## src/design/bu2x_pkg.sv

```systemverilog
// Shared types and constants for the 2x bilinear upsampler.
package bu2x_pkg;

  localparam int CH_W     = 8;
  localparam int NUM_CH   = 3;
  localparam int OUT_W    = 11;
  localparam int CFG_W    = 11;
  localparam int CFG_IDX_W = 2;
  localparam int BLOCK_N  = 4;
  localparam int BLK_IDX_W = 2;

  localparam logic [CFG_IDX_W-1:0] CFG_FRAME_WIDTH  = 2'd0;
  localparam logic [CFG_IDX_W-1:0] CFG_FRAME_HEIGHT = 2'd1;
  localparam logic [CFG_IDX_W-1:0] CFG_GRAY_MODE    = 2'd2;

  localparam logic [CFG_W-1:0] DIM_RESET = 11'd1024;
  localparam logic [BLK_IDX_W-1:0] BLK_LAST_IDX = 2'd3;

  typedef logic [NUM_CH-1:0][CH_W-1:0] pixel_t;

  typedef struct packed {
    logic [CH_W-1:0] chan_zero;
    logic [CH_W-1:0] chan_one;
    logic [CH_W-1:0] chan_two;
    logic            frame_start;
  } in_item_t;

  typedef struct packed {
    logic [OUT_W-1:0] out_row;
    logic [OUT_W-1:0] out_col;
    logic [CH_W-1:0]  res_zero;
    logic [CH_W-1:0]  res_one;
    logic [CH_W-1:0]  res_two;
    logic             block_last;
  } out_item_t;

  typedef struct packed {
    logic [CH_W-1:0] copy;
    logic [CH_W-1:0] vmean;
    logic [CH_W-1:0] hmean;
    logic [CH_W-1:0] qmean;
  } lane_out_t;

endpackage

```

## src/design/bu2x_out_seq.sv

```systemverilog
// Merge stage: builds the 2x2 block from the lanes and sends it one pixel a cycle while out_stall is low.
module bu2x_out_seq (
  input  logic                                   clk,
  input  logic                                   rst_n,
  input  logic                                   load,
  input  bu2x_pkg::lane_out_t [bu2x_pkg::NUM_CH-1:0] lanes,
  input  logic [bu2x_pkg::OUT_W-1:0]             base_row,
  input  logic [bu2x_pkg::OUT_W-1:0]             base_col,
  output logic                                   free,
  output logic                                   out_valid,
  input  logic                                   out_stall,
  output bu2x_pkg::out_item_t                    out_data
);

  bu2x_pkg::out_item_t              blk_r [bu2x_pkg::BLOCK_N];
  bu2x_pkg::out_item_t              blk_nxt [bu2x_pkg::BLOCK_N];
  logic [bu2x_pkg::BLK_IDX_W-1:0]   idx_r;
  logic                             busy_r;
  logic [bu2x_pkg::OUT_W-1:0]       row_odd;
  logic [bu2x_pkg::OUT_W-1:0]       col_odd;

  assign row_odd = base_row + bu2x_pkg::OUT_W'(1);
  assign col_odd = base_col + bu2x_pkg::OUT_W'(1);

  always_comb begin
    blk_nxt[0] = '{out_row: base_row, out_col: base_col,
                   res_zero: lanes[0].copy, res_one: lanes[1].copy,
                   res_two: lanes[2].copy, block_last: 1'b0};
    blk_nxt[1] = '{out_row: row_odd, out_col: base_col,
                   res_zero: lanes[0].vmean, res_one: lanes[1].vmean,
                   res_two: lanes[2].vmean, block_last: 1'b0};
    blk_nxt[2] = '{out_row: base_row, out_col: col_odd,
                   res_zero: lanes[0].hmean, res_one: lanes[1].hmean,
                   res_two: lanes[2].hmean, block_last: 1'b0};
    blk_nxt[3] = '{out_row: row_odd, out_col: col_odd,
                   res_zero: lanes[0].qmean, res_one: lanes[1].qmean,
                   res_two: lanes[2].qmean, block_last: 1'b1};
  end

  assign free      = !busy_r || (idx_r == bu2x_pkg::BLK_LAST_IDX && !out_stall);
  assign out_valid = busy_r;
  assign out_data  = blk_r[idx_r];

  always_ff @(posedge clk) begin
    if (!rst_n) begin
      busy_r <= 1'b0;
      idx_r  <= '0;
    end else if (load && free) begin
      busy_r <= 1'b1;
      idx_r  <= '0;
    end else if (busy_r && !out_stall) begin
      if (idx_r == bu2x_pkg::BLK_LAST_IDX) begin
        busy_r <= 1'b0;
      end
      idx_r <= idx_r + 1'b1;
    end
  end

  always_ff @(posedge clk) begin
    if (load && free) begin
      for (int k = 0; k < bu2x_pkg::BLOCK_N; k++) begin
        blk_r[k] <= blk_nxt[k];
      end
    end
  end

endmodule

```

## config.mk

```make
export PLATFORM = sky130hd
export DESIGN_NAME = bu2x_out_seq
export DESIGN_NICKNAME = d
export VERILOG_FILES = /design/src/design/bu2x_pkg.sv /design/src/design/bu2x_out_seq.sv
export SDC_FILE = /design/constraint.sdc
export NUM_CORES = 1
export LEC_CHECK = 0
export BUFFER_PORTS_ARGS = -buffer_cell sky130_fd_sc_hd__buf_2
export CORE_MARGIN = 2
export CORE_UTILIZATION = 25
export DETAILED_ROUTE_END_ITERATION = 8
export PLACE_DENSITY_LB_ADDON = 0.05
export SLEW_MARGIN = 25
export SYNTH_ARGS = -nofsm -noshare
export SYNTH_HDL_FRONTEND = slang
export SYNTH_SLANG_ARGS = --single-unit
```

## constraint.sdc

```tcl
create_clock -name clk -period 14.8 [get_ports clk]
set_input_delay 1.48 -clock clk [delete_from_list [all_inputs] [get_ports clk]]
set_output_delay 1.48 -clock clk [all_outputs]
set_load 0.05 [all_outputs]
```

-- Word-level counts from Yosys, hierarchy flattened
Memory sizes are Yosys's and may differ from the RTL's. A register that Yosys moved wholly into a read port is not among the register bits.
Index checks and enable logic that the tools add are counted.
- add/subtract/negate cells: 3
- eq/ne operators: 1
- muxes and demuxes: 7
- bitwise gates (word level): 1
- reductions and logical operators: 10
- operators by type and width (cell ; number):
    $add A11 B1 Y11 const B ; 2
    $mux W1 ; 5
    $mux W2 ; 2
    $reduce_bool A2 Y1 ; 2
    $logic_and A1 B1 Y1 ; 3
    $add A2 B1 Y2 const B ; 1
    $eq A2 B2 Y1 const B ; 1
    $logic_not A1 Y1 ; 2
    $reduce_and A2 Y1 ; 1
    $reduce_or A2 Y1 ; 1
    $logic_or A1 B1 Y1 ; 1
    $not A1 Y1 ; 1
- bits in registers: 3
- memory bits (writable): 188
- input bits: 122
- output and inout bits: 49
- memories kept: 1
- memories (name ; words ; bits a word ; rd ports ; clocked after memory_dff ; wr ports ; RTL line ; text):
    blk_r ; 4 ; 47 ; 1 ; 1 ; 4 ; bu2x_out_seq.sv:15 ; bu2x_pkg::out_item_t blk_r [bu2x_pkg::BLOCK_N];

-- Longest topological paths before layout
Gate-level depths: netlist of the first run.
- depth in word-level cells: 6
- gate-level depth with buffers: 4
- depth with buffers taken out: 4

-- Least setup slack after synthesis of the first run
No wires, ideal clock.
- path kind: input-to-reg
- start point: input port out_stall
- end point: register (tool-made name)
- library setup time: 0.622 ns
- arrival: 12.115 ns
- required time: 14.178 ns
- path slack: 2.064 ns
- stages on the path: 3
- path buffers: 0
- cell sequence: nand2b_1 > a21boi_0 > nor3b_1
- RTL lines (element ; RTL line ; text):
    start, declared ; bu2x_out_seq.sv:11 ; input logic out_stall,

==> flow_metrics.tcl, run 1 <==
set metrics [dict create \
    status "finished, final reports clean" \
    num_vias 3103 \
    core_region_area_sq_um 22000 \
    cts-buffers-inserted 17 \
    postCtsResizedCells 0 \
    timing.critical_path.from_type "flip-flop" \
    number_of_global_route_vias_before_repair 3353 \
    critical_path.reg2reg.endpoint "blk_r[1][13]" \
    synth.largest_area_cell "sky130_fd_sc_hd__edfxtp_1" \
    synthesis.nets 388 \
    cts-htree-levels 4 \
    fin_nets 572 \
    fin_ws_ns 11.12 \
    syn2layout_area_growth_pct 32.2 \
    grt_antenna_before_repair 6 \
    setup.reg_to_reg.worst_slack_ns 11.93 \
    cp.required_ns 13.32 \
    clock.fmax_ghz 0.272 \
    cellPowerDensity_nw_per_um2 141 \
    total_leakage_power_nw 2.78 \
    grt_start_max_net_pins 75 \
    yosys_warnings 0 \
    synth_top_cells_by_count "140 x sky130_fd_sc_hd__edfxtp_1, 22 x sky130_fd_sc_hd__mux2_2, 17 x sky130_fd_sc_hd__mux4_2" \
    yosys_most_used_dff "sky130_fd_sc_hd__edfxtp_1" \
    layout_worst_path_cycle_share_pct 24.8 \
    synth.yosys.seq_area_share_pct 76.4 \
    post-synth-top-count-cell "sky130_fd_sc_hd__edfxtp_1" \
    worstHoldStart "idx_r[0]" \
    asyncSetResetFlopFracSynth_pct 0 \
    post_drt_via_cell_ratio 4.18 \
    number_of_cells_traversed_by_the_worst_register_to_register_path 5 \
    critical_path_class "reg -> out" \
    worstSetupEndpointType "output pin" \
    syn_inst 263 \
    io_pins 171 \
    max-vdd-ir-drop_mv 0.0550 \
    post_cts_setup_bufs 0 \
    cts_tree "yes" \
    grt_setup_unrepaired "no" \
    synth_enable_flop_cells 140 \
    cts_root_buffer "sky130_fd_sc_hd__clkbuf_16" \
    dp_hpwl_mm 8.41 \
    detail_route.drc_violations 0 \
    setup_tns_ns 0 \
    clock-sinks 145 \
    timing.critical_path.fanout_max 36 \
    finClkSkew_ns 0.00970 \
    globalRoute.totalOverflow 0 \
    final-setup-viol-count 0 \
    postSynthRegisterBits 145 \
    holdCritPathClass "reg -> reg" \
    timing.rr.start "idx_r[0]" \
    worst_max_slew_margin_expressed_relative_to_the_limit_pct 36.7 \
    netlist_top_cells_area "sky130_fd_sc_hd__edfxtp_1 75%, sky130_fd_sc_hd__mux4_2 6.8%, sky130_fd_sc_hd__mux2_2 4.4%" \
    drt-pass1-iter-count 4 \
    floorplan.initialDensity_pct 25.7 \
    place_worst_setup_slack_ns 10.74 \
    routed_wire_per_std_cell_um 17.1 \
    x_dimension_of_the_die_um 154 \
    synthDistinctLibCells 27 \
    synthesis.area_sq_um 5640 \
    globalplace.congestion 0.705 \
    numPortBuffers 170 \
    postRouteWirelength_mm 12.7 \
    die_area_sq_um 23800 \
    clock_latency_ns 0.42 \
    final.min_clock_period_ns 3.68 \
    drv.max_cap_violation_count 0 \
    die_y_um 154 \
    worst-slew-pin-transition_ns 0.950 \
    drtIter0Drc 214 \
    finalHoldViolCount 0 \
    path_clk_slew_ns 0.06 \
    report.final.slew_viol_count 0 \
    std_cell_rows 54 \
    drive_above_1_share_pct 53.5 \
    ctsLongestPathBuffers 2 \
    critical_path_arrival_ns 2.20 \
    drt.antenna.violating_nets 0 \
    globalRouteTotalUtil_pct 11.0 \
    cts_hold_buffers 0 \
    synth.top_cell.area_share_pct 74.6 \
    cp-endpoint "out_data[2]" \
    grt_pass1_wl_mm 19.2 \
    syn_avg_cell_area_sq_um 21.4 \
]
layer usage:
metal  wire, um  share of wire, %  track usage [%]
met5         26              0.20                0
met2       6110                48             17.6
met1       5350                42             12.9
met4        133               1.0             3.74
met3       1110               8.7             5.61
flip-flops by register name (all words and copies together), names as in the netlist, named ones only:
name and count:
idx_r 2, blk_r 140, out_valid 1
report_power, final:
group	switching [W]	internal, W	total, W
Combinational	0.0000662	0.0000334	0.0000995
Sequential	0.00000536	0.000478	0.000483
Clock	0.000167	0.000304	0.000471
layout make-up:
type / count / area (sq um)
flip-flops and latches: 145 / 4310
fillers: 2153 / 14500
diodes: 3 / 7.51
well taps: 280 / 350
repair buffers: 173 / 873
multi-input cells: 107 / 1250
clock inverters: 13 / 209
clock buffers: 19 / 443
inverters: 3 / 11.3
metrics by stage:
stage,std cells,hold WS [ns],util (%),instance area [sq um],power (W)
6_report,743,0.535,33.9,7450,0.00105
2_1_floorplan,263,0.489,-,5640,0.000566
3_5_place_dp,708,0.521,30.9,6790,0.000594
4_1_cts,740,0.536,33.9,7440,0.00107
5_1_grt,740,0.584,33.9,7440,0.00110
3_3_place_gp,708,0.529,30.9,6790,0.000593
kinds of logic after synthesis:
| family | after synthesis | synth area share [%] |
|---|---|---|
| compound gates | 5 | 0.644 |
| xor+xnor | 18 | 2.80 |
| fa+ha+maj | 3 | 0.666 |
| buf+inv | 11 | 1.67 |
| flops | 145 | 76.4 |
| mux | 47 | 14.6 |
| simple gates | 34 | 3.22 |
worst max-delay path: stages (launching register included):
cell	delay (ns)
sky130_fd_sc_hd__dfxtp_2	0.31
sky130_fd_sc_hd__buf_4	0.56
sky130_fd_sc_hd__mux4_1	0.66
sky130_fd_sc_hd__buf_2	0.23
how the worst min path moves through the flow:
stage | end | slack (ns) | cells past startpoint
finish | idx_r[0] | 0.53 | 2
global route | flip-flop | 0.58 | 2
CTS | idx_r[0] | 0.54 | 2
detailed placement | idx_r[0] | 0.52 | 2
global placement | idx_r[0] | 0.53 | 2
floorplan | flip-flop | 0.49 | 2
cells in the final DEF (no fill, tap or decap), drive strengths merged, types with 4 or more instances in the layout:
cell type and count:
edfxtp 140, nand2 5, xnor2 11, dfxtp 5, clkinv 4, mux2 22, nand4 5, buf 173
clkbuf 19, xor2 7, bufinv 5, inv 4, nand3 9, mux4 24
No activity file was read; power rests on OpenSTA's default activity.
==> run 2, diff against run 1 <==
- clock period: 14.8 -> 3.8 ns (I/O delays scaled with it)
==> flow_metrics.tcl, run 2 (synthesis results as in run 1) <==
set metrics [dict create \
    p_sw_w 0.000937 \
    cp.required_ns 3.42 \
    drt.antenna.violating_nets 0 \
    io_pins 171 \
    fin_total_pwr_w 0.00409 \
    critical_path_arrival_ns 2.30 \
    dp_hpwl_mm 8.48 \
    globalplace.congestion 0.664 \
    number_of_cells_traversed_by_the_worst_register_to_register_path 4 \
    worst_hold_margin_ns 0.137 \
    path_clk_slew_ns 0.06 \
    total_leakage_power_nw 2.77 \
    drv.max_cap_violation_count 0 \
    grt_antenna_before_repair 2 \
    report.final.slew_viol_count 0 \
    detail_route.drc_violations 0 \
    ctsLongestPathBuffers 2 \
    cellPowerDensity_nw_per_um2 550 \
    critical_path_class "reg -> out" \
    finalHoldViolCount 0 \
    power_frac_comb_pct 9.4 \
    timing.hold.worst_endpoint "blk_r[1][2]" \
    post_cts_setup_bufs 0 \
    drtIter0Drc 141 \
    routed_wire_per_std_cell_um 16.9 \
    max_flop_register "blk_r" \
    most_frequent_standard_cell_in_the_layout_excluding_fill_and_tap_cells "sky130_fd_sc_hd__buf_2" \
    num_vias 3133 \
    layout_worst_path_cycle_share_pct 70.5 \
    worstHoldStart "lanes[81]" \
    worst-slew-pin-transition_ns 0.962 \
    grt_start_max_net_pins 73 \
    clock.fmax_ghz 0.373 \
    numPortBuffers 170 \
    floorplan.initialDensity_pct 25.7 \
    postCtsResizedCells 0 \
    hold_critical_path_depth 1 \
    setup_tns_ns 0 \
    power.switching_fraction_pct 22.9 \
    die_area_sq_um 23800 \
    x_dimension_of_the_die_um 154 \
    clock-sinks 145 \
    finClkSkew_ns 0.0108 \
    syn2layout_area_growth_pct 31.9 \
    cts_hold_buffers 0 \
    place_worst_setup_slack_ns 1.49 \
    post_drt_via_cell_ratio 4.23 \
    final-setup-viol-count 0 \
    fillerInstances 2116 \
    clkPwrFrac_pct 44.5 \
    cts_root_buffer "sky130_fd_sc_hd__clkbuf_16" \
    worst_max_slew_margin_expressed_relative_to_the_limit_pct 35.8 \
    fin_ws_ns 1.12 \
    cts-htree-levels 4 \
    globalRoute.totalOverflow 0 \
    max-vdd-ir-drop_mv 0.176 \
    std_cell_rows 54 \
    status "finished, final reports clean" \
    power.internal_w 0.00316 \
    timing.critical_path.from_type "flip-flop" \
    drive_above_1_share_pct 52.8 \
    largest_reg_flops 140 \
    layout_common_cells "170 x sky130_fd_sc_hd__buf_2, 140 x sky130_fd_sc_hd__edfxtp_1, 22 x sky130_fd_sc_hd__mux2_2" \
    grt_setup_unrepaired "no" \
    clock_latency_ns 0.42 \
    grt_pass1_wl_mm 18.8 \
    instances_no_fill 741 \
    seq_power_share_pct 46.1 \
    worstSetupEndpointType "output pin" \
    drt-pass1-iter-count 6 \
    cts_tree "yes" \
    cts-buffers-inserted 17 \
    setup.reg_to_reg.worst_slack_ns 1.79 \
    number_of_global_route_vias_before_repair 3343 \
    holdCritPathClass "in -> reg" \
    critical_path.reg2reg.endpoint "blk_r[3][20]" \
    timing.critical_path.fanout_max 29 \
    globalRouteTotalUtil_pct 10.7 \
    final.min_clock_period_ns 2.68 \
    core_region_area_sq_um 22000 \
    fin_nets 572 \
    postRouteWirelength_mm 12.5 \
    die_y_um 154 \
    timing.rr.start "idx_r[0]" \
    dp_cells 708 \
]
==> run 2: worst max-delay path by stage <==
stage | endpoint | slack (ns)
6_report | out_data[2] | 1.12
5_1_grt | out_data[2] | 0.94
4_1_cts | out_data[2] | 1.02
3_5_place_dp | out_data[2] | 1.49
3_3_place_gp | out_data[2] | 1.50
2_1_floorplan | blk_r[0][10] | 0.31
==> run 2: final cells by class <==
cell class | count | area (sq um) | share of cell area [%]
clock inverters | 14 | 211 | 2.84
diodes | 1 | 2.50 | 0.0337
clock buffers | 18 | 429 | 5.77
inverters | 3 | 11.3 | 0.151
well taps | 280 | 350 | 4.71
multi-input cells | 107 | 1250 | 16.8
flip-flops and latches | 145 | 4310 | 58.0
repair buffers | 173 | 873 | 11.7
==> run 2: power by group through the flow <==
stage	Combinational, W	Clock (W)	Sequential (W)
final	0.000385	0.00182	0.00189
after global routing	0.000411	0.00195	0.00189
after CTS	0.000393	0.00188	0.00189
after detailed placement	0.000392	0	0.00192
after global placement	0.000388	0	0.00192
after floorplan	0.000259	0	0.00192
==> run 2: per-stage QoR <==
stage,area [sq um],utilization (%)
detailed placement,6790,30.9
global placement,6790,30.9
global route,7430,33.9
CTS,7430,33.9
finish,7440,33.9
floorplan,5650,-
==> run 2: layer usage <==
metal,part of all wire [%],vias up,track usage (%)
met2,50,101,18.1
met1,41,1570,12.2
met3,7.4,9,4.74
met5,0.10,-,0
li1,-,1451,-
met4,1.1,2,3.60
==> run 2: worst max-delay path, stage by stage (launching register included) <==
cell	delay [ns]
sky130_fd_sc_hd__dfxtp_2	0.49
sky130_fd_sc_hd__buf_4	0.52
sky130_fd_sc_hd__mux4_1	0.61
sky130_fd_sc_hd__buf_2	0.23
==> run 3, diff against run 2 <==
- ABC_AREA: not set -> 1
- clock period: 3.8 -> 2.5 ns (I/O delays scaled with it)
==> flow_metrics.tcl, run 3 <==
set metrics [dict create \
    antenna-diode-count 0 \
    fin_total_pwr_w 0.00636 \
    max_flop_register "blk_r" \
    post_cts_setup_bufs 0 \
    most_frequent_standard_cell_in_the_layout_excluding_fill_and_tap_cells "sky130_fd_sc_hd__buf_2" \
    grt_setup_unrepaired "no" \
    worst_max_slew_margin_expressed_relative_to_the_limit_pct 68.6 \
    worstSetupEndpointType "output pin" \
    clkPwrFrac_pct 42.7 \
    cts-buffers-inserted 17 \
    syn_avg_cell_area_sq_um 12.6 \
    p_sw_w 0.00150 \
    dp_hpwl_mm 10.3 \
    largest_reg_flops 140 \
    grt_start_max_net_pins 72 \
    setup.reg_to_reg.worst_slack_ns 0.95 \
    fillerInstances 2308 \
    layout_worst_path_cycle_share_pct 85.6 \
    layout_common_cells "170 x sky130_fd_sc_hd__buf_2, 140 x sky130_fd_sc_hd__edfxtp_1, 106 x sky130_fd_sc_hd__nand2_1" \
    cts-htree-levels 4 \
    power.internal_w 0.00486 \
    worst-slew-pin-transition_ns 0.472 \
    power_frac_comb_pct 11.9 \
    finalHoldViolCount 0 \
    core_region_area_sq_um 22800 \
    clock_latency_ns 0.41 \
    synthesis.nets 590 \
    critical_path_class "reg -> out" \
    globalplace.congestion 0.727 \
    syn_inst 465 \
    postSynthRegisterBits 145 \
    cellPowerDensity_nw_per_um2 745 \
    post_drt_via_cell_ratio 4.10 \
    critical_path_arrival_ns 1.89 \
    finClkSkew_ns 0.00672 \
    postRouteWirelength_mm 15.8 \
    final-setup-viol-count 0 \
    yosys_most_used_dff "sky130_fd_sc_hd__edfxtp_1" \
    io_pins 171 \
    critical_path.reg2reg.endpoint "blk_r[3][34]" \
    drv.max_cap_violation_count 0 \
    drt-pass1-iter-count 6 \
    cp-endpoint "out_data[23]" \
    max-vdd-ir-drop_mv 0.366 \
    worst_hold_margin_ns 0.0247 \
    synth.largest_area_cell "sky130_fd_sc_hd__edfxtp_1" \
    synthDistinctLibCells 20 \
    cp.required_ns 2.25 \
    x_dimension_of_the_die_um 157 \
    ctsLongestPathBuffers 2 \
    floorplan.initialDensity_pct 25.7 \
    fin_nets 852 \
    synthesis.area_sq_um 5850 \
    clock.fmax_ghz 0.467 \
    timing.critical_path.from_type "flip-flop" \
    cts_tree "yes" \
    globalRouteTotalUtil_pct 13.0 \
    timing.critical_path.fanout_max 40 \
    grt_antenna_before_repair 0 \
    std_cell_rows 55 \
    globalRoute.totalOverflow 0 \
    drt.antenna.violating_nets 0 \
    synth.yosys.seq_area_share_pct 73.6 \
    die_area_sq_um 24600 \
    synth_top_cells_by_count "140 x sky130_fd_sc_hd__edfxtp_1, 109 x sky130_fd_sc_hd__nand2_1, 61 x sky130_fd_sc_hd__nor2_1" \
    power.switching_fraction_pct 23.6 \
    grt_pass1_wl_mm 24.1 \
    path_clk_slew_ns 0.06 \
    report.final.slew_viol_count 0 \
    detail_route.drc_violations 0 \
    yosys_warnings 0 \
    layout.core_utilization_pct 37.5 \
    seq_power_share_pct 45.4 \
    drtIter0Drc 352 \
    total_leakage_power_nw 3.50 \
    syn2layout_area_growth_pct 46.0 \
    synth_enable_flop_cells 140 \
    cts_root_buffer "sky130_fd_sc_hd__clkbuf_16" \
    num_vias 4315 \
    routed_wire_per_std_cell_um 15.1 \
    synth.top_cell.area_share_pct 71.9 \
    numPortBuffers 170 \
    post-synth-top-count-cell "sky130_fd_sc_hd__edfxtp_1" \
    die_y_um 157 \
    number_of_global_route_vias_before_repair 4469 \
    asyncSetResetFlopFracSynth_pct 0 \
    holdCritPathClass "in -> reg" \
    netlist_top_cells_area "sky130_fd_sc_hd__edfxtp_1 72%, sky130_fd_sc_hd__nand2_1 7.0%, sky130_fd_sc_hd__nor2_1 3.9%" \
    number_of_cells_traversed_by_the_worst_register_to_register_path 6 \
    setup_tns_ns 0 \
    clock-sinks 145 \
    final.min_clock_period_ns 2.14 \
    timing.rr.start "idx_r[1]" \
    drive_above_1_share_pct 29.9 \
    status "finished, final reports clean" \
]
==> run 3: power by group through the flow <==
stage               Sequential (W)  Clock, W  Combinational (W)
floorplan                  0.00294         0           0.000417
global placement           0.00294         0           0.000661
detailed placement         0.00294         0           0.000665
CTS                        0.00289   0.00281           0.000758
global route               0.00290   0.00291           0.000827
finish                     0.00289   0.00272           0.000760
==> run 3: stage by stage <==
step	instance area (sq um)	cells	setup slack, ns
finish	8540	1052	0.360
detailed placement	7070	937	0.711
global placement	7070	937	0.705
CTS	8410	1039	0.257
global route	8540	1052	0.148
floorplan	5900	465	-0.705
==> run 3: cells by family after synthesis <==
family          count (synthesis)  share of synthesized area, %
simple gates                  188                          12.7
flops                         145                          73.6
compound gates                 73                          6.81
buf+inv                        44                          4.45
xor+xnor                       12                          1.80
fa+ha+maj                       3                         0.642
==> run 3: how the worst min path moves through the flow <==
stage,cells after the start,end,start
6_report,1,blk_r[1][7],lanes[86]
5_1_grt,1,blk_r[1][17],lanes[16]
4_1_cts,1,blk_r[1][19],lanes[18]
3_5_place_dp,1,blk_r[0][9],lanes[56]
3_3_place_gp,1,blk_r[1][21],lanes[20]
2_1_floorplan,0,blk_r[0][10],lanes[57]
==> run 3: worst max-delay path, cell delays in order, from the launching register on <==
cell                      delay [ns]
sky130_fd_sc_hd__dfxtp_2        0.35
sky130_fd_sc_hd__buf_4          0.42
sky130_fd_sc_hd__o21ai_0        0.21
sky130_fd_sc_hd__o22ai_1        0.19
sky130_fd_sc_hd__buf_2          0.30
==> run 3: layout make-up <==
cell class	instances	area, sq um	area share (%)
inverters	24	101	1.19
repair buffers	263	1780	20.9
flip-flops and latches	145	4310	50.5
well taps	313	392	4.59
clock inverters	13	193	2.26
clock buffers	18	429	5.03
multi-input cells	276	1330	15.5
==> run 3: routing by layer <==
metal / vias to the layer above / part of all wire, % / global-route usage [%]
li1: 2156 / - / -
met1: 2035 / 44 / 16.1
met2: 116 / 49 / 22.1
met3: 8 / 5.5 / 3.91
met4: 0 / 0.79 / 3.54
met5: - / 0 / 0
==> run 3: repair_timing <==
| item | CTS | global route |
|---|---|---|
| gates resized for setup | 0 | 0 |
| hold buffers | 71 | 13 |
| endpoints found under the hold margin | 71 | 13 |
