[src/design/bu2x_pkg.sv]
// Shared types and constants for the 2x bilinear upsampler.
package bu2x_pkg;

  localparam int CH_W     = 8;
  localparam int NUM_CH   = 3;
  localparam int OUT_W    = 11;
  localparam int CFG_W    = 11;
  localparam int CFG_IDX_W = 2;
  localparam int BLOCK_N  = 4;
  localparam int BLK_IDX_W = 2;

  localparam logic [CFG_IDX_W-1:0] CFG_FRAME_WIDTH  = 2'd0;
  localparam logic [CFG_IDX_W-1:0] CFG_FRAME_HEIGHT = 2'd1;
  localparam logic [CFG_IDX_W-1:0] CFG_GRAY_MODE    = 2'd2;

  localparam logic [CFG_W-1:0] DIM_RESET = 11'd1024;
  localparam logic [BLK_IDX_W-1:0] BLK_LAST_IDX = 2'd3;

  typedef logic [NUM_CH-1:0][CH_W-1:0] pixel_t;

  typedef struct packed {
    logic [CH_W-1:0] chan_zero;
    logic [CH_W-1:0] chan_one;
    logic [CH_W-1:0] chan_two;
    logic            frame_start;
  } in_item_t;

  typedef struct packed {
    logic [OUT_W-1:0] out_row;
    logic [OUT_W-1:0] out_col;
    logic [CH_W-1:0]  res_zero;
    logic [CH_W-1:0]  res_one;
    logic [CH_W-1:0]  res_two;
    logic             block_last;
  } out_item_t;

  typedef struct packed {
    logic [CH_W-1:0] copy;
    logic [CH_W-1:0] vmean;
    logic [CH_W-1:0] hmean;
    logic [CH_W-1:0] qmean;
  } lane_out_t;

endpackage

[src/design/bu2x_lane.sv]
// One channel lane: copy, vertical, horizontal and four-pixel means.
module bu2x_lane (
  input  logic [bu2x_pkg::CH_W-1:0] p,
  input  logic [bu2x_pkg::CH_W-1:0] b,
  input  logic [bu2x_pkg::CH_W-1:0] r,
  input  logic [bu2x_pkg::CH_W-1:0] d,
  output bu2x_pkg::lane_out_t       res
);

  logic [bu2x_pkg::CH_W:0]   sum_pb;
  logic [bu2x_pkg::CH_W:0]   sum_pr;
  logic [bu2x_pkg::CH_W:0]   sum_rd;
  logic [bu2x_pkg::CH_W+1:0] sum_all;

  assign sum_pb  = {1'b0, p} + {1'b0, b};
  assign sum_pr  = {1'b0, p} + {1'b0, r};
  assign sum_rd  = {1'b0, r} + {1'b0, d};
  assign sum_all = {1'b0, sum_pb} + {1'b0, sum_rd};

  assign res.copy  = p;
  assign res.vmean = sum_pb[bu2x_pkg::CH_W:1];
  assign res.hmean = sum_pr[bu2x_pkg::CH_W:1];
  assign res.qmean = sum_all[bu2x_pkg::CH_W+1:2];

endmodule

[config.mk]
export PLATFORM = sky130hd
export DESIGN_NAME = bu2x_lane
export DESIGN_NICKNAME = d
export VERILOG_FILES = /design/src/design/bu2x_pkg.sv /design/src/design/bu2x_lane.sv
export SDC_FILE = /design/constraint.sdc
export NUM_CORES = 1
export LEC_CHECK = 0
export CAP_MARGIN = 20
export CORE_UTILIZATION = 65
export DETAILED_ROUTE_END_ITERATION = 12
export DONT_BUFFER_PORTS = 1
export PLACE_DENSITY = 0.88
export SLEW_MARGIN = 20
export SYNTH_ARGS = -nofsm -noshare
export SYNTH_HDL_FRONTEND = slang
export SYNTH_SLANG_ARGS = --single-unit
export TNS_END_PERCENT = 30
[constraint.sdc]
create_clock -name vclk -period 9.34
set_input_delay 1.401 -clock vclk [all_inputs]
set_output_delay 1.401 -clock vclk [all_outputs]
set_load 0.005 [all_outputs]
* Word level (Yosys, flattened, before mapping)
Index checks and enable logic that the tools add are counted.
** Storage, ports and cells
- Bits in registers :: 0
- Output and inout bits :: 32
** Operators by class
- Add/sub/neg operators :: 4
** Operator list (count)
- $add 8x8->9 :: 3
- $add 9x9->10 :: 1

* Logic depth before layout (Yosys ltp)
Gate-level depths: netlist of run 1.
- Depth after elaboration :: 2
- Gate-level depth with buffers :: 13
- Mapped depth without buffers :: 13

* Worst setup path before layout of run 1
Ideal clock, no wire load.
- Path type :: input -> output
- Start point :: input port b[0] (netlist name)
- End point :: output port res[6] (netlist name)
- Data arrival time :: 4309 ps
- Data required time :: 7939 ps
- Slack :: 3630 ps
- Stages on the path :: 13
- Buffers on the path :: 0
- Cell sequence :: ha_1 -> fa_1 -> a21o_1 -> a21oi_1 -> o21ai_0 -> nor2_1 -> xnor2_1 -> fa_1 -> ha_1 -> a21oi_1 -> nand2_1 -> a221oi_1 -> xnor2_1
** RTL lines
- start, declared :: RTL line bu2x_lane.sv:4 : input logic [bu2x_pkg::CH_W-1:0] b,
- end, declared :: RTL line bu2x_lane.sv:7 : output bu2x_pkg::lane_out_t res

==> results, run 1 <==
- The placement-stage cell area is 0.001042 mm2.
- At the pin with the least slew margin, the transition time is 0.4818 ns.
- The endpoint required time on the critical path is 7.94 ns.
- The total count of max-transition violations in the final report came to 0.
- The initialized floorplan defines 14 standard-cell rows.
- The period utilization is 63.91%.
- The antenna violation net count after detailed routing is 0.
- The hold slack is 2.802 ns.
- The core outline area is 0.001524 mm2.
- The number of detailed-route iterations in the first pass is 4.
- The library cell contributing the largest single delay on the critical path is sky130_fd_sc_hd__fa_1.
- Across the VDD grid, the largest voltage drop is 0.0001118 V.
- The library cells used most frequently in the layout, excluding fill and tap cells, are sky130_fd_sc_hd__ha_1, sky130_fd_sc_hd__a21oi_1, sky130_fd_sc_hd__xnor2_1, sky130_fd_sc_hd__nand2_1, sky130_fd_sc_hd__fa_1.
- Setup repair after global routing left no endpoint under its margin.
- The detail-routed via count per cell is 6.385.
- Counting every instance in the synthesized netlist gives 127.
- 64 I/O pins were placed.
- Entering global routing, the biggest net connects 6 pins.
- The global router's overall resource usage is 22.75%.
- The warning count from the yosys run is 0.
- The end point of the worst hold path is res[24].
- The iteration-0 DRC count of the detailed router is 13.
- The path class of the tightest hold or removal check is in -> out.
- In this run the mean area of a mapped cell was 8.522 um2.
- The worst setup path is captured at a primary output.
- The max capacitance violation total is 0.
- The hold-fix buffer count after cts is 0.
- The setup slack after layout is 3.371 ns.
- In this run the worst setup path begins at b[0].
- The worst pin sits at a relative slew slack of 67.54%.
- The post-synthesis instance area is 0.001082 mm2.
- The area growth from synthesis to layout is -3.699%.
- The share of final-layout standard cells stronger than drive strength 1 is 5.882%.
- The largest stage delay on the critical path is 0.48 ns.
- The net count reported at finish is 186.
- For this run, the number of standard cells in the final layout without fillers is 135.
- The design has 0 sequential cells.
- The final wirelength is 2.088 mm.
- The number of buffers added for setup after CTS is 0.
- The most frequent standard cell in the layout excluding fill and tap cells is sky130_fd_sc_hd__ha_1.
- The signal arrival time at the worst endpoint is 4.57 ns.
- The kind of launch point of the worst setup path is an input pin.
- Counting both buffers and inverters, the worst setup path holds a total of 0.
- The final setup violation count is 0.
- Traced cell by cell, the critical path runs through ha_1 > fa_1 > a21o_1 > a21oi_1 > o21ai_0 > nor2_1 > xnor2_1 > fa_1 > ha_1 > a21oi_1 > nand2_1 > a221oi_1 > xnor2_1.
- The number of hold violations in the final report is 0.
- The analysis attributes to cell leakage a power of 0.0005109 uW.
- The worst setup path is of the in -> out kind.
- The area of all placed cells without fillers is 0.001042 mm2.
- The weighted congestion at the end of routability-driven global placement is 0.8398.
- The wire length of the first global-routing pass is 3.346 mm.
- Yosys mapped the design onto 28 distinct sky130hd cell types.
- The wire length per cell after detailed routing is 15.47 um.
- The total instance count after detailed placement is 135.
- The clock buffer count is 0.
- For the final routed database, the setup TNS stands at 0 ns.
- The worst path in the final design needs a cycle of 5.969 ns, including I/O delays and setup.
- The remaining routing DRC violations is 0.
- The worst slack after detailed placement is 3.386 ns.
- Dividing total power by cell area gives a power density of 134.5 mW/mm2.
- The die covers 0.001832 mm2.
- The kind of cell with the highest combined delay along the critical path is adder cells.
- Sequential elements use 0% of the synthesized area.
- The estimated wirelength of the detail-placed design is 1.936 mm.
- The total overflow left after global routing is 0.
- In this run the worst path has a maximum fanout of 4.
- The register cell area after layout is 0 um2.
- The count of antenna diodes in the layout is 0.
- The worst hold path cell count is 0.
- The highest clock rate is 167.5 MHz.
- The number of nets in the synthesized netlist is 192.
- The floorplan step set the die width to 42.81 um.
- For this configuration, the core starts out at a cell density of 71.02%.
- The count of buffers from port buffering is 0.
- The floorplan step set the die height to 42.81 um.
- The number of antenna violations at the first check in global routing came to 0.
- The number of global-route vias before repair came to 857.
- The flow ran to the end, and the final reports show no timing, DRC or antenna violations.
- The total number of vias is 862.
- After clock tree synthesis, the repair step resized 0 gates.
- The worst hold path begins at p[0].
[worst max path at each step]
stage / cells past startpoint / slack, ns / to
2_1_floorplan: 13 / 3.63 / res[6]
3_3_place_gp: 13 / 3.49 / res[6]
3_5_place_dp: 13 / 3.39 / res[6]
4_1_cts: 13 / 3.37 / res[6]
5_1_grt: 13 / 3.15 / res[6]
6_report: 13 / 3.37 / res[6]
[layout make-up]
cell class,instances,area (um2)
Inverter,8,30.03
Tap cell,16,20.02
Fill cell,142,481.7
Multi-Input combinational cell,111,992.2
[Yosys cell counts]
cell,instances,area [um2]
sky130_fd_sc_hd__fa_1,10,200.2
sky130_fd_sc_hd__o21ai_2,1,8.760
sky130_fd_sc_hd__inv_1,8,30.03
sky130_fd_sc_hd__nor2b_1,2,12.51
sky130_fd_sc_hd__nor4_1,1,6.260
sky130_fd_sc_hd__nand2b_1,1,6.260
sky130_fd_sc_hd__nand4_1,1,6.260
sky130_fd_sc_hd__a221oi_1,2,17.52
sky130_fd_sc_hd__or2_2,2,12.51
sky130_fd_sc_hd__xor2_1,8,70.07
sky130_fd_sc_hd__nand3b_1,1,7.510
sky130_fd_sc_hd__nand2_1,10,37.54
sky130_fd_sc_hd__and2_1,1,6.260
sky130_fd_sc_hd__a21oi_1,10,50.05
sky130_fd_sc_hd__o21ai_1,2,10.01
sky130_fd_sc_hd__o21ai_0,2,10.01
sky130_fd_sc_hd__xnor2_1,10,87.58
sky130_fd_sc_hd__a31oi_1,2,12.51
sky130_fd_sc_hd__nand3_1,3,15.01
sky130_fd_sc_hd__nor2_1,3,11.26
sky130_fd_sc_hd__ha_1,23,287.8
sky130_fd_sc_hd__and3_1,1,6.260
sky130_fd_sc_hd__a311o_1,1,10.01
sky130_fd_sc_hd__a21o_2,1,8.760
sky130_fd_sc_hd__a21oi_2,3,26.28
sky130_fd_sc_hd__buf_4,8,60.06
sky130_fd_sc_hd__nor3_1,4,20.02
sky130_fd_sc_hd__a21o_1,6,45.04
[through the flow]
stage	utilization, %	power [uW]
2_1_floorplan	-	122.8
3_3_place_gp	68.39	135.7
3_5_place_dp	68.39	141.4
4_1_cts	68.39	142.0
5_1_grt	68.39	158.9
6_report	68.39	140.2
[power breakdown]
part | total [uW] | switching (uW) | internal, uW
clock | 0 | 0 | 0
sequential | 0 | 0 | 0
combinational | 140 | 78.1 | 62.0
total | 140 | 78.1 | 62.0
[logic make-up (layout without fill, tap and decap cells)]
family | after synthesis | count (layout) | synth area share [%]
AND/OR/NAND/NOR | 30 | 30 | 13.64
adder cells (fa/ha/maj) | 33 | 33 | 45.09
buffers and inverters | 16 | 8 | 8.324
AO/OA/AOI/OAI | 30 | 30 | 18.38
XOR/XNOR | 18 | 18 | 14.57
[layer usage]
layer  wire length, um  track usage, %  vias up
li1                  -               -      426
met1               827           24.80      389
met2              1060           46.06       45
met3               169           2.979        2
met4                29           3.125        0
met5                 0               0        -
Note: power is estimated with default switching activity, not from simulation.
==> run 2, diff against run 1 <==
- ABC_AREA: not set -> 1
- CORE_UTILIZATION: 65 -> 62
- clock period: 9.34 -> 4.8 ns (I/O delays scaled with it)
==> run 2 against run 1 <==
Net effect: worst hold slack got worse by 1.4 ns; sequential share of layout area unchanged; first-iteration DRC count increased by 92%; sequential cell count unchanged; critical path type unchanged; largest cell class unchanged; largest power group unchanged.
==> results, run 2 <==
- Outcome: completed (unchanged).
- The endpoint required time on the critical path is 4.08 ns (was 7.94 ns).
- Commonest cells after routing, fill and taps aside: sky130_fd_sc_hd__nand2_1, sky130_fd_sc_hd__inv_1, sky130_fd_sc_hd__ha_1 (was sky130_fd_sc_hd__ha_1, sky130_fd_sc_hd__a21oi_1, sky130_fd_sc_hd__xnor2_1, sky130_fd_sc_hd__nand2_1, sky130_fd_sc_hd__fa_1).
- The signal arrival time at the worst endpoint is 3.24 ns (was 4.57 ns).
- The most frequent standard cell in the layout excluding fill and tap cells is sky130_fd_sc_hd__nand2_1 (was sky130_fd_sc_hd__ha_1).
- The initial cell density of the core was 69.42% (was 71.02%).
- The fraction of synthesized cell area taken by the top area cell type is 22.77% (was 26.59%).
- The net count reported at finish is 254 (was 186).
- The number of placement rows was 15 (was 14).
- The cell with the most instances after synthesis is sky130_fd_sc_hd__nand2_1 (was sky130_fd_sc_hd__ha_1).
- The total number of vias came to 1200 (was 862).
- The worst IR drop on VDD is 0.0002075 V (was 0.0001118 V).
- The post-synthesis net count is 260 (was 192).
- The power per cell area came to 233.8 mW/mm2 (was 134.5 mW/mm2).
- The post-synthesis instance area came to 0.001264 mm2 (was 0.001082 mm2).
- Leading post-synthesis cells by cell area: sky130_fd_sc_hd__ha_1, sky130_fd_sc_hd__nand2_1, sky130_fd_sc_hd__fa_1, sky130_fd_sc_hd__inv_1, sky130_fd_sc_hd__nand3_1 (was sky130_fd_sc_hd__ha_1, sky130_fd_sc_hd__fa_1, sky130_fd_sc_hd__xnor2_1, sky130_fd_sc_hd__xor2_1, sky130_fd_sc_hd__buf_4).
- The largest stage delay on the critical path is 0.48 ns (about the same).
- The count of mapped cells out of synthesis is 195 (was 127).
- Counting stages on the worst path, the most repeated cell is sky130_fd_sc_hd__nand2_1.
- The detail-routed via count per cell is 5.660 (was 6.385).
- The post-synthesis sequential area ratio is 0% (unchanged).
- The type of destination of the critical path is a primary output (unchanged).
- The total leakage power was 0.0007335 uW (was 0.0005109 uW).
- The type of the most critical hold path is in -> out (unchanged).
- The worst-case headroom to the max-slew limit is 79.40% (was 67.54%).
- The total global routing overflow was 0 (unchanged).
- Timing would allow up to 252.6 MHz.
- The count of antenna diodes in the layout is 0 (unchanged).
- The share of final-layout standard cells stronger than drive strength 1 is 0.5348% (was 5.882%).
- Worst path cell trace: ha_1 > fa_1 > nand3_1 > nand2_1 > xor2_1 > fa_1 > ha_1 > a21oi_1 > or2_1 > nand3_1 > nand2_1 > nand2_1 (was ha_1 > fa_1 > a21o_1 > a21oi_1 > o21ai_0 > nor2_1 > xnor2_1 > fa_1 > ha_1 > a21oi_1 > nand2_1 > a221oi_1 > xnor2_1).
- The number of I/O pins is 64 (unchanged).
- The total count of max-transition violations in the final report was 0 (unchanged).
- The warning count from the yosys run is 0 (unchanged).
- The worst-margin pin slew is 0.3077 ns (was 0.4818 ns).
- Top cell types by occurrence after synthesis: sky130_fd_sc_hd__nand2_1, sky130_fd_sc_hd__inv_1, sky130_fd_sc_hd__ha_1 (was sky130_fd_sc_hd__ha_1, sky130_fd_sc_hd__a21oi_1, sky130_fd_sc_hd__fa_1, sky130_fd_sc_hd__nand2_1, sky130_fd_sc_hd__xnor2_1).
- The final setup violation count is 0 (unchanged).
- The register cell area after layout is 0 um2 (unchanged).
- Unrepaired setup endpoints after global routing: no (unchanged).
- The global router's overall resource usage came to 23.70% (was 22.75%).
- The relative area change from synthesis to final layout came to -2.278% (was -3.699%).
- The count of buffers from port buffering was 0 (unchanged).
- The iteration-0 DRC count of the detailed router is 25 (was 13).
- The die width is 47.15 um (was 42.81 um).
- The time the final worst path needs with I/O delays and setup is 3.959 ns.
- The final wirelength is 2.679 mm (was 2.088 mm).
- The count of fill cells added during filler insertion is 162 (was 142).
- The worst-path maximum fanout came to 5 (was 4).
- The library cell contributing the largest single delay on the critical path is sky130_fd_sc_hd__fa_1 (unchanged).
- The post-synthesis average cell area is 6.481 um2 (was 8.522 um2).
- The remaining routing DRC violations is 0 (unchanged).
- The max capacitance violation total is 0 (unchanged).
- The largest net degree at the start of global routing was 7 (was 6).
- The wire length of the first global-routing pass came to 3.891 mm (was 3.346 mm).
- The number of hold violations in the final report was 0 (unchanged).
- The hold-fix buffer count after cts is 0 (unchanged).
- The family with the most delay on the worst path is adder cells (unchanged).
- The aggregate negative setup slack is 0 ns (unchanged).
- The wire length per cell after detailed routing came to 12.64 um (was 15.47 um).
- The worst setup path category was in -> out (unchanged).
- The kind of launch point of the worst setup path is an input pin (unchanged).
- The clock buffer count came to 0 (unchanged).
- The period utilization is 82.47%.
- The hold slack was 1.440 ns (was 2.802 ns).
- The number of antenna violations at the first check in global routing was 0 (unchanged).
- The die span in y is 47.15 um (was 42.81 um).
- The number of detailed-route iterations in the first pass was 4 (unchanged).
- The number of sequential cells in the layout is 0 (unchanged).
- The count of instances resized after the clock tree is built is 0 (unchanged).
- The core outline area is 0.001821 mm2 (was 0.001524 mm2).
- The weighted congestion at the end of routability-driven global placement is 0.8240 (was 0.8398).
- The count of different cell masters after synthesis is 17 (was 28).
- The antenna violation net count after detailed routing was 0 (unchanged).
- The library cell occupying the most area in the post-synthesis netlist is sky130_fd_sc_hd__ha_1 (unchanged).
- The die area was 0.002223 mm2 (was 0.001832 mm2).
- The number of buffers added for setup after CTS is 0 (unchanged).
- The number of global-route vias before repair came to 985 (was 857).
- The estimated wirelength of the detail-placed design is 2.402 mm (was 1.936 mm).
- The count of buffer and inverter cells on the critical path is 0 (unchanged).
run 2: cell types whose count changed after synthesis, sizes merged, moves of 6 or more:
cell | before | now
nand3 | 3 | 16
nand4 | 1 | 8
a21o | 7 | 1
nand2 | 10 | 61
inv | 8 | 31
xnor2 | 10 | 1
run 2: logic make-up (layout without fill, tap and decap cells):
| family | after synthesis | in the layout | synth area share [%] |
|---|---|---|---|
| AOI/OAI and AO/OA | 21 | 21 | 9.802 |
| xor gates and xnor gates | 9 | 9 | 6.238 |
| adders and majority gates | 33 | 33 | 38.61 |
| buffers and inverters | 39 | 31 | 13.96 |
| and+or+nand+nor | 93 | 93 | 31.39 |
run 2: path summary, 6_finish.rpt:
kind | from | endpoint | slack (ns) | cells past startpoint
worst max-delay path | b[0] | res[5] | 0.84 | 12
worst min-delay path | p[2] | res[26] | 1.44 | 0
run 2: area by class of cell:
type / instances / area, um2 / share of cell area, %
multi-input cells: 156 / 1087 / 88.04
inverters: 31 / 116.4 / 9.423
well taps: 25 / 31.28 / 2.533
run 2: report_power, final:
group	switching, uW	leakage [uW]	internal, uW
combinational	179	0.000733	110
sequential	0	0	0
clock	0	0	0
run 2: routing by layer:
metal  vias to the layer above  track usage (%)  part of all wire (%)
met3                         4            1.538                   8.1
met4                         0            2.286                   1.2
li1                        612                -                     -
met1                       520            31.55                    44
met2                        64            43.33                    46
met5                         -                0                     0
run 2: metrics by stage:
step	util, %	std cells	setup WS, ns	total power, uW	instance area, um2
6_report	67.84	212	0.8415	288.8	1235
4_1_cts	67.84	212	0.8612	288.1	1235
5_1_grt	67.84	212	0.6720	334.9	1235
2_1_floorplan	-	195	1.081	244.2	1264
3_5_place_dp	67.84	212	0.8664	286.2	1235
3_3_place_gp	67.84	212	0.9646	274.4	1235
==> run 3, diff against run 2 <==
- clock period: 4.8 -> 3.33 ns (I/O delays scaled with it)
==> run 3 against run 2 <==
Net effect: final cell count is 3.8% higher; power rose by 81%; die area unchanged; combinational power is 81% higher; count of clock-buffer cells in the layout did not move; critical path type unchanged; highest routed layer is now met3.
==> results, run 3 (synthesis gave the netlist of run 2 again) <==
- The estimated wirelength of the detail-placed design is 2.635 mm (was 2.402 mm).
- The die span in y was 47.15 um (unchanged).
- The kind of launch point of the worst setup path is an input pin (unchanged).
- The detail-routed via count per cell came to 5.782 (was 5.660).
- The number of global-route vias before repair is 1089 (was 985).
- The worst-margin pin slew is 0.2787 ns (was 0.3077 ns).
- The most frequent standard cell in the layout excluding fill and tap cells is sky130_fd_sc_hd__nand2_1 (unchanged).
- The count of buffers from port buffering is 0 (unchanged).
- The final wirelength is 3.270 mm (was 2.679 mm).
- Commonest cells after routing, fill and taps aside: sky130_fd_sc_hd__nand2_1, sky130_fd_sc_hd__inv_1, sky130_fd_sc_hd__nand3_1 (was sky130_fd_sc_hd__nand2_1, sky130_fd_sc_hd__inv_1, sky130_fd_sc_hd__ha_1).
- The number of sequential cells in the layout is 0 (unchanged).
- The setup slack after layout is 0.08486 ns (was 0.8415 ns).
- The total global routing overflow is 0 (unchanged).
- The register cell area after layout is 0 um2 (unchanged).
- The relative area change from synthesis to final layout is 15.25% (was -2.278%).
- The time the final worst path needs with I/O delays and setup is 3.245 ns.
- The area of all placed cells without fillers was 0.001456 mm2 (was 0.001235 mm2).
- The final setup violation count is 0 (unchanged).
- The highest clock rate is 308.2 MHz.
- The die area is 0.002223 mm2 (unchanged).
- The number of I/O pins is 64 (unchanged).
- The die width was 47.15 um (unchanged).
- Outcome: completed (unchanged).
- The aggregate negative setup slack was 0 ns (unchanged).
- The number of antenna violations at the first check in global routing is 0 (unchanged).
- The type of destination of the critical path is a primary output (unchanged).
- The iteration-0 DRC count of the detailed router is 39 (was 25).
- The total number of vias is 1272 (was 1200).
- The clock buffer count is 0 (unchanged).
- The largest net degree at the start of global routing came to 7 (unchanged).
- The total count of max-transition violations in the final report was 0 (unchanged).
- The worst setup path category is in -> out (unchanged).
- The type of the most critical hold path is in -> out (unchanged).
- The share of final-layout standard cells stronger than drive strength 1 is 16.41% (was 0.5348%).
- The initial cell density of the core came to 69.42% (unchanged).
- The endpoint required time on the critical path was 2.83 ns (was 4.08 ns).
- The global router's overall resource usage is 28.28% (was 23.70%).
- The worst slack after detailed placement is -0.06698 ns (was 0.8664 ns).
- The number of hold violations in the final report was 0 (unchanged).
- The startpoint of the worst setup timing path is b[0] (unchanged).
- The wire length of the first global-routing pass is 4.554 mm (was 3.891 mm).
- The start point of the worst min-delay path is p[1] (was p[2]).
- The period utilization is 97.45%.
- The number of placement rows came to 15 (unchanged).
- The wire length per cell after detailed routing came to 14.86 um (was 12.64 um).
- The core outline area is 0.001821 mm2 (unchanged).
- Unrepaired setup endpoints after global routing: yes (was no).
- The number of detailed-route iterations in the first pass is 4 (unchanged).
- The worst-path maximum fanout is 5 (unchanged).
- The count of antenna diodes in the layout was 0 (unchanged).
- The worst IR drop on VDD is 0.0002873 V (was 0.0002075 V).
- The remaining routing DRC violations came to 0 (unchanged).
- The worst-case headroom to the max-slew limit came to 81.34% (was 79.40%).
- The max capacitance violation total was 0 (unchanged).
- The hold-fix buffer count after cts is 0 (unchanged).
- The placement-stage cell area is 0.001280 mm2 (was 0.001235 mm2).
- The net count reported at finish is 262 (was 254).
- The antenna violation net count after detailed routing is 0 (unchanged).
- The power per cell area came to 359.5 mW/mm2 (was 233.8 mW/mm2).
- The total leakage power was 0.0007743 uW (was 0.0007335 uW).
- The weighted congestion at the end of routability-driven global placement is 0.8072 (was 0.8240).
- The signal arrival time at the worst endpoint came to 2.75 ns (was 3.24 ns).
-- run 3: cell count changes in the layout (fill, tap and decap cells not counted), moves of 2 or more --
cell / before / now
sky130_fd_sc_hd__ha_2: 0 / 2
sky130_fd_sc_hd__buf_4: 0 / 8
sky130_fd_sc_hd__nand3_1: 16 / 14
sky130_fd_sc_hd__nand2_1: 61 / 57
sky130_fd_sc_hd__nand3_2: 0 / 2
sky130_fd_sc_hd__xor2_2: 0 / 3
sky130_fd_sc_hd__nand2_2: 0 / 4
sky130_fd_sc_hd__ha_4: 0 / 8
sky130_fd_sc_hd__a21oi_2: 0 / 3
sky130_fd_sc_hd__a21oi_1: 14 / 11
sky130_fd_sc_hd__xor2_1: 8 / 5
sky130_fd_sc_hd__ha_1: 23 / 13
-- run 3: report_power, final --
part           switching, uW  total (uW)  internal, uW
clock network              0           0             0
logic                    295         524           229
registers                  0           0             0
total                    295         524           229
-- run 3: worst paths after layout --
| path | endpoint | slack (ns) | cells past startpoint |
|---|---|---|---|
| min | res[25] | 1.0 | 0 |
| max | res[5] | 0.08 | 13 |
-- run 3: through the flow --
| step | hold WS (ns) | cells | total power [uW] | utilization, % |
|---|---|---|---|---|
| finish | 0.9990 | 220 | 523.5 | 80.00 |
| global route | 0.9990 | 220 | 587.9 | 80.00 |
| detailed placement | 0.9991 | 218 | 441.5 | 70.31 |
| global placement | 0.9991 | 218 | 417.5 | 70.31 |
| CTS | 0.9991 | 218 | 466.5 | 72.10 |
| floorplan | 1.080 | 195 | 352.0 | - |
-- run 3: cell type report --
| class | count | area [um2] |
|---|---|---|
| timing repair buffer | 8 | 60.06 |
| multi-input combinational | 156 | 1249 |
| tap | 25 | 31.28 |
| fill | 136 | 364.1 |
| inverter | 31 | 116.4 |
-- run 3: per-layer routing --
layer | up-vias | routed length, um | GRT usage, %
met5 | - | 0 | 0
met4 | 0 | 0 | 2.857
met3 | 0 | 280 | 3.462
met2 | 69 | 1685 | 56.39
met1 | 576 | 1304 | 32.71
li1 | 627 | - | -
-- run 3: critical path, stage by stage --
cell                      delay, ns
sky130_fd_sc_hd__ha_4          0.15
sky130_fd_sc_hd__fa_2          0.40
sky130_fd_sc_hd__nand4_1       0.12
sky130_fd_sc_hd__nand3_1       0.08
sky130_fd_sc_hd__nand2_1       0.09
sky130_fd_sc_hd__nand2_2       0.07
sky130_fd_sc_hd__fa_1          0.51
sky130_fd_sc_hd__ha_4          0.32
sky130_fd_sc_hd__nand2_2       0.06
sky130_fd_sc_hd__or2_1         0.22
sky130_fd_sc_hd__nand3_1       0.10
sky130_fd_sc_hd__nand2_1       0.05
sky130_fd_sc_hd__nand2_1       0.08
-- run 3: timing repair --
| action | CTS | global route |
|---|---|---|
| gates resized for setup | 4 | 23 |
| buffers inserted | 0 | 2 |
| endpoints found under the setup margin | 4 | 6 |
| pin swaps | 0 | 15 |
